$ cat src/rebq_pkg.sv
package rebq_pkg;

    // Width of each stability counter; the counter saturates at its all-ones value.
    localparam int COUNTER_BITS = 8;

    // Width of the hold registers and of the configuration data.
    localparam int HOLD_W = 8;

    // Width used to compare a counter against a hold register.
    localparam int CMP_W = (COUNTER_BITS > HOLD_W) ? COUNTER_BITS : HOLD_W;

    // Configuration register indexes.
    localparam int CFG_INDEX_W = 2;
    localparam logic [CFG_INDEX_W-1:0] CFG_PRESS_HOLD = 2'd0;
    localparam logic [CFG_INDEX_W-1:0] CFG_CLOCK_HOLD = 2'd1;

    // Reset values of the hold registers.
    localparam logic [HOLD_W-1:0] PRESS_HOLD_RESET = 8'd50;
    localparam logic [HOLD_W-1:0] CLOCK_HOLD_RESET = 8'd1;

    // Stream widths.
    localparam int IN_TDATA_W  = 8;
    localparam int OUT_TDATA_W = 8;

    typedef enum logic [1:0] {
        EV_NONE  = 2'd0,
        EV_PRESS = 2'd1,
        EV_UP    = 2'd2,
        EV_DOWN  = 2'd3
    } event_code_t;

    // Outcome of one qualifier for the current tick.
    typedef struct packed {
        logic taken;   // the level was newly accepted on this tick
        logic level;   // the sampled level of this tick
    } qual_status_t;

endpackage

$ cat src/rotary_encoder_button_qualifier_top.sv
// Channel   Direction  Beat contents (lowest bit first)
// s_axis    in         tdata: press_level, clock_level, data_level, 5 zero bits
// m_axis    out        tdata: event_code[1:0], 6 zero bits
// cfg       in         write: index 0 press_hold_ticks, 1 clock_hold_ticks
//
// Each input beat yields exactly one output beat via the input and result registers.
// One beat is accepted every cycle unless the output stalls; the rate is set by the
// input register feeding the qualifier logic and the output register behind it.
// A stalled output holds the result register; the input register then holds too,
// and s_axis_tready drops only when both are full.
// Reset clears the qualifier state and loads the hold registers with 50 and 1.
module rotary_encoder_button_qualifier_top (
    input  logic                                 clk,
    input  logic                                 rst_n,
    input  logic                                 s_axis_tvalid,
    output logic                                 s_axis_tready,
    input  logic [rebq_pkg::IN_TDATA_W-1:0]      s_axis_tdata,   // press, clock, data
    output logic                                 m_axis_tvalid,
    input  logic                                 m_axis_tready,
    output logic [rebq_pkg::OUT_TDATA_W-1:0]     m_axis_tdata,   // event_code[1:0]
    input  logic                                 cfg_we,
    input  logic [rebq_pkg::CFG_INDEX_W-1:0]     cfg_index,
    input  logic [rebq_pkg::HOLD_W-1:0]          cfg_wdata
);
    import rebq_pkg::*;

    logic [HOLD_W-1:0] press_hold_reg;
    logic [HOLD_W-1:0] clock_hold_reg;

    logic              in_valid_reg;
    logic              press_reg;
    logic              clock_reg;
    logic              data_reg;

    logic              out_valid_reg;
    event_code_t       out_code_reg;

    logic              advance;
    logic              step;
    qual_status_t      press_status;
    qual_status_t      clock_status;
    event_code_t       event_code;

    // Hold registers.
    always_ff @(posedge clk or negedge rst_n)
    begin
        if (!rst_n)
        begin
            press_hold_reg <= PRESS_HOLD_RESET;
            clock_hold_reg <= CLOCK_HOLD_RESET;
        end
        else if (cfg_we)
        begin
            if (cfg_index == CFG_PRESS_HOLD)
            begin
                press_hold_reg <= cfg_wdata;
            end
            if (cfg_index == CFG_CLOCK_HOLD)
            begin
                clock_hold_reg <= cfg_wdata;
            end
        end
    end

    // Handshake: the input register moves on whenever the result register can take it.
    assign advance       = !out_valid_reg || m_axis_tready;
    assign s_axis_tready = !in_valid_reg || advance;
    assign step          = in_valid_reg && advance;

    // Input register.
    always_ff @(posedge clk or negedge rst_n)
    begin
        if (!rst_n)
        begin
            in_valid_reg <= 1'b0;
        end
        else if (s_axis_tready)
        begin
            in_valid_reg <= s_axis_tvalid;
        end
    end

    always_ff @(posedge clk)
    begin
        if (s_axis_tready && s_axis_tvalid)
        begin
            press_reg <= s_axis_tdata[0];
            clock_reg <= s_axis_tdata[1];
            data_reg  <= s_axis_tdata[2];
        end
    end

    rebq_qualifier u_press (
        .clk    (clk),
        .rst_n  (rst_n),
        .enable (step),
        .level  (press_reg),
        .hold   (press_hold_reg),
        .status (press_status)
    );

    rebq_qualifier u_clock (
        .clk    (clk),
        .rst_n  (rst_n),
        .enable (step),
        .level  (clock_reg),
        .hold   (clock_hold_reg),
        .status (clock_status)
    );

    rebq_event_sel u_event_sel (
        .press_status (press_status),
        .clock_status (clock_status),
        .data_level   (data_reg),
        .event_code   (event_code)
    );

    // Result register.
    always_ff @(posedge clk or negedge rst_n)
    begin
        if (!rst_n)
        begin
            out_valid_reg <= 1'b0;
        end
        else if (advance)
        begin
            out_valid_reg <= in_valid_reg;
        end
    end

    always_ff @(posedge clk)
    begin
        if (step)
        begin
            out_code_reg <= event_code;
        end
    end

    assign m_axis_tvalid = out_valid_reg;
    assign m_axis_tdata  = {{(OUT_TDATA_W - 2){1'b0}}, out_code_reg};

    // A held input beat stays in the input register while the output stalls.
    assert property (@(posedge clk) disable iff (!rst_n)
        (in_valid_reg && !advance) |=> in_valid_reg)
        else $error("input beat lost during output stall");

    // A beat that leaves the input register shows up at the output next cycle.
    assert property (@(posedge clk) disable iff (!rst_n)
        step |=> m_axis_tvalid)
        else $error("processed beat not presented at output");

    // An accepted falling clock always reports a step event.
    assert property (@(posedge clk) disable iff (!rst_n)
        (step && clock_status.taken && !clock_status.level) |=>
        (m_axis_tdata[1:0] == EV_UP || m_axis_tdata[1:0] == EV_DOWN))
        else $error("encoder step not reported");

    // A press event requires that the switch qualifier took a high level.
    assert property (@(posedge clk) disable iff (!rst_n)
        (step && event_code == EV_PRESS) |-> (press_status.taken && press_status.level))
        else $error("press event without accepted switch level");

endmodule

$ cat src/rebq_qualifier.sv
module rebq_qualifier (
    input  logic                        clk,
    input  logic                        rst_n,
    input  logic                        enable,
    input  logic                        level,
    input  logic [rebq_pkg::HOLD_W-1:0] hold,
    output rebq_pkg::qual_status_t      status
);
    import rebq_pkg::*;

    localparam logic [COUNTER_BITS-1:0] COUNT_MAX = '1;

    logic                    prev_reg;
    logic                    prev_next;
    logic                    acc_reg;
    logic                    acc_next;
    logic [COUNTER_BITS-1:0] cnt_reg;
    logic [COUNTER_BITS-1:0] cnt_next;
    logic                    taken;

    // Stability count: clear on a change, otherwise count up to saturation.
    always_comb
    begin
        if (level != prev_reg)
        begin
            cnt_next = '0;
        end
        else if (cnt_reg != COUNT_MAX)
        begin
            cnt_next = cnt_reg + 1'b1;
        end
        else
        begin
            cnt_next = cnt_reg;
        end
    end

    // A level that has outlasted the hold time and differs from the accepted one is taken.
    assign taken     = (CMP_W'(cnt_next) > CMP_W'(hold)) && (level != acc_reg);
    assign acc_next  = taken ? level : acc_reg;
    assign prev_next = level;

    always_ff @(posedge clk or negedge rst_n)
    begin
        if (!rst_n)
        begin
            prev_reg <= 1'b0;
            acc_reg  <= 1'b0;
            cnt_reg  <= '0;
        end
        else if (enable)
        begin
            prev_reg <= prev_next;
            acc_reg  <= acc_next;
            cnt_reg  <= cnt_next;
        end
    end

    assign status.taken = taken;
    assign status.level = level;

endmodule

$ cat src/rebq_event_sel.sv
module rebq_event_sel (
    input  rebq_pkg::qual_status_t press_status,
    input  rebq_pkg::qual_status_t clock_status,
    input  logic                   data_level,
    output rebq_pkg::event_code_t  event_code
);
    import rebq_pkg::*;

    // An accepted falling clock outranks an accepted switch press.
    always_comb
    begin
        priority if (clock_status.taken && !clock_status.level)
        begin
            event_code = data_level ? EV_UP : EV_DOWN;
        end
        else if (press_status.taken && press_status.level)
        begin
            event_code = EV_PRESS;
        end
        else
        begin
            event_code = EV_NONE;
        end
    end

endmodule

$ cat config.mk
export PLATFORM = sky130hd
export DESIGN_NAME = rotary_encoder_button_qualifier_top
export DESIGN_NICKNAME = d
export VERILOG_FILES = /design/src/rebq_pkg.sv /design/src/rotary_encoder_button_qualifier_top.sv /design/src/rebq_qualifier.sv /design/src/rebq_event_sel.sv
export SDC_FILE = /design/constraint.sdc
export NUM_CORES = 1
export LEC_CHECK = 0
export BUFFER_PORTS_ARGS = -buffer_cell sky130_fd_sc_hd__buf_2
export CAP_MARGIN = 20
export CORE_AREA = 2 2 78 80
export DETAILED_ROUTE_END_ITERATION = 8
export DIE_AREA = 0 0 80 82
export PLACE_DENSITY = 0.69
export SYNTH_ARGS = -nofsm -noshare
export SYNTH_HDL_FRONTEND = slang
export SYNTH_HIERARCHICAL = 1
export SYNTH_SLANG_ARGS = --single-unit
$ cat constraint.sdc
create_clock -name clk -period 3.2 [get_ports clk]
set_input_delay 0.64 -clock clk [delete_from_list [all_inputs] [get_ports clk]]
set_output_delay 0.64 -clock clk [all_outputs]
set_load 0.005 [all_outputs]
Yosys cells after proc, flatten, opt, wreduce, memory -nomap -nowiden
Index checks and enable logic that the tools add are counted.
{"block": "op_classes", "mux": 7, "addsub": 2, "eq_ne": 7, "n_reduce_logical": 16, "n_lt_le_gt_ge": 2}
{"cell": "two-way mux 8 bit", "count": 4}
{"cell": "adder 8 x 1 -> 8 bit, second input constant", "count": 2}
{"cell": "> comparator 8 bit", "count": 2}
{"cell": "inequality test 8 bit, second input constant", "count": 2}
{"cell": "AND reduction 2 bit", "count": 4}
{"cell": "logical AND 1 bit", "count": 6}
{"cell": "inequality test 1 bit", "count": 4}
{"cell": "logical NOT 1 bit", "count": 3}
{"cell": "equality test 2 x 1 -> 1 bit, second input constant", "count": 1}
{"cell": "logical NOT 2 bit", "count": 1}
{"cell": "logical OR 1 bit", "count": 2}
{"cell": "two-way mux 1 bit", "count": 2}
{"cell": "two-way mux 2 bit", "count": 1}
{"block": "totals", "ff_bits": 43, "word_cells": 48, "inputBits": 23, "out_inout_bits": 10}

Longest topological paths before layout
{"block": "depth", "word_depth": 8, "depth_mapped": 14, "ltp_nobuf": 12}

By module
The synthesis kept the hierarchy.
{"mod": "rebq_qualifier at u_press", "area_per_inst_um2": 939.7, "cells_per_inst": 104, "n_inst": 1, "seq_area_each_um2": 250.2}
{"mod": "rebq_qualifier at u_clock", "area_per_inst_um2": 920.9, "cells_per_inst": 104, "n_inst": 1, "seq_area_each_um2": 250.2}
{"mod": "rotary_encoder_button_qualifier_top", "area_per_inst_um2": 903.4, "cells_per_inst": 54, "n_inst": 1, "seq_area_each_um2": 605.6}
{"mod": "rebq_event_sel", "area_per_inst_um2": 27.5, "cells_per_inst": 3, "n_inst": 1, "seq_area_each_um2": 0.0}

Worst setup path after synthesis
OpenSTA, ideal clock, no wires.
{"block": "synth_timing", "path_kind": "reg2reg", "from": "register u_press.cnt_reg[0]", "to": "register u_press.acc_reg", "t_arrival_ps": 2437, "required_time_ps": 3075, "path_stages_with_launch": 12, "slack_ps": 638, "setup_ps": 125, "synth_period_minus_slack_ps": 2562, "path_buffers": 0, "cell_sequence": "dfrtp_1 ha_1 a31oi_4 nand3_2 xor2_1 nor2_1 ha_1 and4_4 nand2_2 and3_1 a31o_1 mux2_4"}
{"block": "synth_between", "elab_chain_cells": 6, "elab_cells_between_ends": 7, "classes_between": "add/sub (1); order compare (1); eq/ne (1); mux (2); reduce/logical (2)"}
{"item": "from (decl)", "line_no": "rebq_qualifier.sv:17", "source": "logic [COUNTER_BITS-1:0] cnt_reg;"}
{"item": "from (signal assigned)", "line_no": "rebq_qualifier.sv:55", "source": "cnt_reg <= cnt_next;"}
{"item": "adder 8 x 1 -> 8 bit or inequality test 8 bit (tied branches)", "line_no": "rebq_qualifier.sv:30, rebq_qualifier.sv:28"}
{"item": "two-way mux 8 bit *", "line_no": "rebq_qualifier.sv:28", "source": "else if (cnt_reg != COUNT_MAX)"}
{"item": "two-way mux 8 bit *", "line_no": "rebq_qualifier.sv:24", "source": "if (level != prev_reg)"}
{"item": "net u_press.cnt_next[5]", "line_no": "rebq_qualifier.sv:18", "source": "logic [COUNTER_BITS-1:0] cnt_next;"}
{"item": "> comparator 8 bit *", "line_no": "rebq_qualifier.sv:39", "source": "assign taken = (CMP_W'(cnt_next) > CMP_W'(hold)) && (level != acc_reg);"}
{"item": "logical AND 1 bit *", "line_no": "rebq_qualifier.sv:39"}
{"item": "AND reduction 2 bit (no source line) *"}
{"item": "to (signal assigned)", "line_no": "rebq_qualifier.sv:54", "source": "acc_reg <= acc_next;"}
{"item": "to (decl)", "line_no": "rebq_qualifier.sv:15", "source": "logic acc_reg;"}
The timed path passes the listed nets; every way through them passes the cells marked *.
A chain may end at the register's enable or synchronous reset.

Worst setup path after layout
{"block": "layout_timing", "from": "register u_clock.cnt_reg[0]", "to": "register u_clock.acc_reg"}
{"block": "layout_between", "elab_chain_cells": 6, "elab_cells_between_ends": 7, "classes_between": "add/sub (1); order compare (1); eq/ne (1); mux (2); reduce/logical (2)"}
{"item": "from (decl)", "line_no": "rebq_qualifier.sv:17"}
{"item": "from (signal assigned)", "line_no": "rebq_qualifier.sv:55"}
{"item": "adder 8 x 1 -> 8 bit or inequality test 8 bit (tied branches)", "line_no": "rebq_qualifier.sv:30, rebq_qualifier.sv:28"}
{"item": "two-way mux 8 bit *", "line_no": "rebq_qualifier.sv:28"}
{"item": "two-way mux 8 bit *", "line_no": "rebq_qualifier.sv:24"}
{"item": "net u_clock.cnt_next[5]", "line_no": "rebq_qualifier.sv:18"}
{"item": "> comparator 8 bit *", "line_no": "rebq_qualifier.sv:39"}
{"item": "logical AND 1 bit *", "line_no": "rebq_qualifier.sv:39"}
{"item": "AND reduction 2 bit (no source line) *"}
{"item": "to (signal assigned)", "line_no": "rebq_qualifier.sv:54"}
{"item": "to (decl)", "line_no": "rebq_qualifier.sv:15"}
Marks and branches as above.

==> metrics.txt <==
wire length per cell=approximately 14 um; total CTS buffers=5; hold_buf cts=0; vias in the first global route=1799; setup tns final=0 ps; Clock Skew=4.69 ps; Layout Area Growth over Synthesis=7.13%; Max H-tree Level=2; fraction of the mapped netlist area in simple logic gates=18.5%; IO buf count=21; ANT cells=0; CP Data Arrival Time=between 2000 and 3000 ps; CTS resizes=0; post-synthesis sequential area ratio=roughly two fifths; io pins=33; reg2reg setup slack=approximately 400 ps; Crit Path Category=reg2reg; Core Region=5750 um^2; DRT Pass-1 Iters=4; Total Die Area=6560 um^2; CP Max Fanout=7; Root Driver=clkbuf_8; most common cell after layout, fill and taps aside=dfrtp_1; # nets final=324; P_leak=between 0.001 and 0.0015 uW; YS warnings=6; peak per-stage delay on the critical path=roughly 430 ps; share of layout cells above drive strength 1=28.2%; synthesized cell area=approximately 2800 um^2; Pins Over Slew Limit=0; Die Wd=80 um; P per Cell Area=around 500 nW/um^2; CP dominant cell by count=ha_1; worst slew pin tran=855 ps; Async SR Flop Fraction=between 80% and 90%; reg-to-reg startpoint=u_clock/cnt_reg[0]$_DFFE_PN0P_; RSZ-0062 raised after global routing=false; reg2reg end=u_clock/acc_reg$_DFFE_PN0P_; final hold viol count=0; run status=finished, final reports clean; Hold Crit Class=in2async; worst setup path end=u_clock/acc_reg$_DFFE_PN0P_; maximum VDD drop=around 0.0004 V; total clock sinks=43; CP max stage cell=dfrtp_1; global-route wire length before repair=between 8 and 9 mm; Via density=5.31; post-route worst setup slack=around 400 ps; Synth Area in Adders=8.07%; GR Util All Layers=between 10% and 20%; EDFF count, synth=5; hpwl dp=3.72 mm; clock latency on the worst-skew pair=290 ps; Final ANT Viol Nets=0; row count=28; Startpoint Class=register; max cap viols=0; routed via count=1908; Max Root-Sink Buffers=2; largest family of logic cells by synthesized area=simple AND/OR/NAND/NOR gates; Place WS=433 ps; drt drc=0; worst path required time=3380 ps; mux contribution to synthesized area=between 10% and 20%; final setup violation count=0; Filler Cell Count=534; worst-path cell chain=ha_1 -> a31oi_4 -> nand3_2 -> xor2_1 -> nor2_1 -> ha_1 -> and4_4 -> nand2_2 -> and3_1 -> a31o_1 -> mux2_4; post-synthesis compound-gate area fraction=roughly an eighth; Mapped Cells=265; Critical path origin=u_clock/cnt_reg[0]$_DFFE_PN0P_; Tmin final=2800 ps; DRT iter0 DRCs=137; crit end category=register; Yosys reg bits=43; post-synth cell types=45; commonest non-fill, non-tap cells in the layout=dfrtp_1, nor2_1, mux2_2, buf_2; mean area per synthesized cell=10.5 um^2; post-route clock period utilization=87.5%; Worst slew margin=a little over two fifths; CTS tree=yes; Starting Density=48.6%; FMAX=357 MHz; Detailed Route WL=5.00 mm; Synth Area in XOR/XNOR=about 4.3%; Clk pin slew, worst setup/hold paths=80 ps; Main synth FF type=dfrtp_1; initial antenna violation count=0; GRT overflow=0; R2R depth=11; largest net degree at the start of global routing=39; post-CTS setup buffers=0; die height=82 um; final estimated routing congestion in global placement=0.893
## power by group
part           switching [uW]  internal, uW
Sequential               86.1           648
Combinational             214           205
Clock                     180           173
Total                     479          1030
## layer usage
layer	vias up	track usage (%)	wire, um
met5	-	0	0
met1	910	21.8	2460
met3	6	3.96	211
met2	42	26.2	2270
li1	950	-	-
met4	0	5.59	55
## critical path, delay by kind of cell, from the launching register on
family          cells  cell delay (ps)
flops               1              430
compound gates      2              470
simple gates        5              680
mux                 1              290
fa+ha+maj           2              670
xor+xnor            1              150
## worst min path at each step
stage / endpoint / slack (ps)
final: u_clock/cnt_reg[7]$_DFFE_PN0P_ / 450
after global routing: press_reg$_DFFE_PP_ / 500
after CTS: u_clock/cnt_reg[7]$_DFFE_PN0P_ / 490
after detailed placement: m_axis_tvalid$_DFFE_PN0P_ / 500
after global placement: m_axis_tvalid$_DFFE_PN0P_ / 470
after floorplan: clock_hold_reg[1]$_DFFE_PN0P_ / 340
## per-stage QoR
| stage | hold WS [ps] | instances | total power, uW | area (um^2) | utilization [%] |
|---|---|---|---|---|---|
| global route | 504 | 359 | 1620 | 2990 | 52.0 |
| global placement | 472 | 351 | 1150 | 2900 | 50.5 |
| finish | 455 | 359 | 1510 | 2990 | 52.0 |
| CTS | 494 | 359 | 1530 | 2990 | 52.0 |
| floorplan | 344 | 270 | 1070 | 2810 | - |
| detailed placement | 498 | 351 | 1170 | 2900 | 50.5 |
## area by class of cell
class	count	area [um^2]	share of cell area [%]
Sequential cell	43	1110	37.0
Inverter	18	67.6	2.26
Tap cell	75	93.8	3.14
Multi-Input combinational cell	193	1520	50.8
Timing Repair Buffer	22	113	3.77
Clock inverter	1	3.75	0.126
Clock buffer	7	86.3	2.89
## Yosys cell counts (2+ instances only)
cell / number / area [um^2]
a21oi_1: 14 / 70.1
a22o_1: 4 / 35.0
a31o_1: 2 / 17.5
a31oi_1: 6 / 37.5
a31oi_4: 2 / 42.5
and2_1: 3 / 18.8
and3_1: 4 / 25.0
and4_1: 2 / 17.5
and4_4: 4 / 45.0
buf_4: 13 / 97.6
clkbuf_1: 2 / 7.51
dfrtp_1: 34 / 851
dfstp_2: 4 / 105
edfxtp_1: 5 / 150
ha_1: 18 / 225
inv_1: 18 / 67.6
mux2_2: 22 / 248
mux2_4: 2 / 30.0
mux2i_1: 3 / 30.0
nand2_1: 14 / 52.6
nand2_2: 3 / 18.8
nand2b_1: 3 / 18.8
nand3_1: 5 / 25.0
nand3_2: 3 / 30.0
nand4_1: 2 / 12.5
nand4_4: 2 / 42.5
nor2_1: 26 / 97.6
nor2b_4: 3 / 41.3
nor3_1: 3 / 15.0
o21a_1: 4 / 30.0
o21ai_0: 8 / 40.0
o21ai_1: 3 / 15.0
o2bb2ai_1: 2 / 17.5
o31ai_1: 2 / 15.0
xnor2_1: 4 / 35.0
xor2_1: 6 / 52.6
xor2_2: 2 / 32.5
## cell families after synthesis
family                     Yosys count
other                                1
AOI/OAI and AO/OA                   48
muxes                               27
xor gates and xnor gates            12
buffers and inverters               34
adders and majority gates           18
DFF                                 43
and+or+nand+nor                     82
Note: power is estimated with default switching activity, not from simulation.
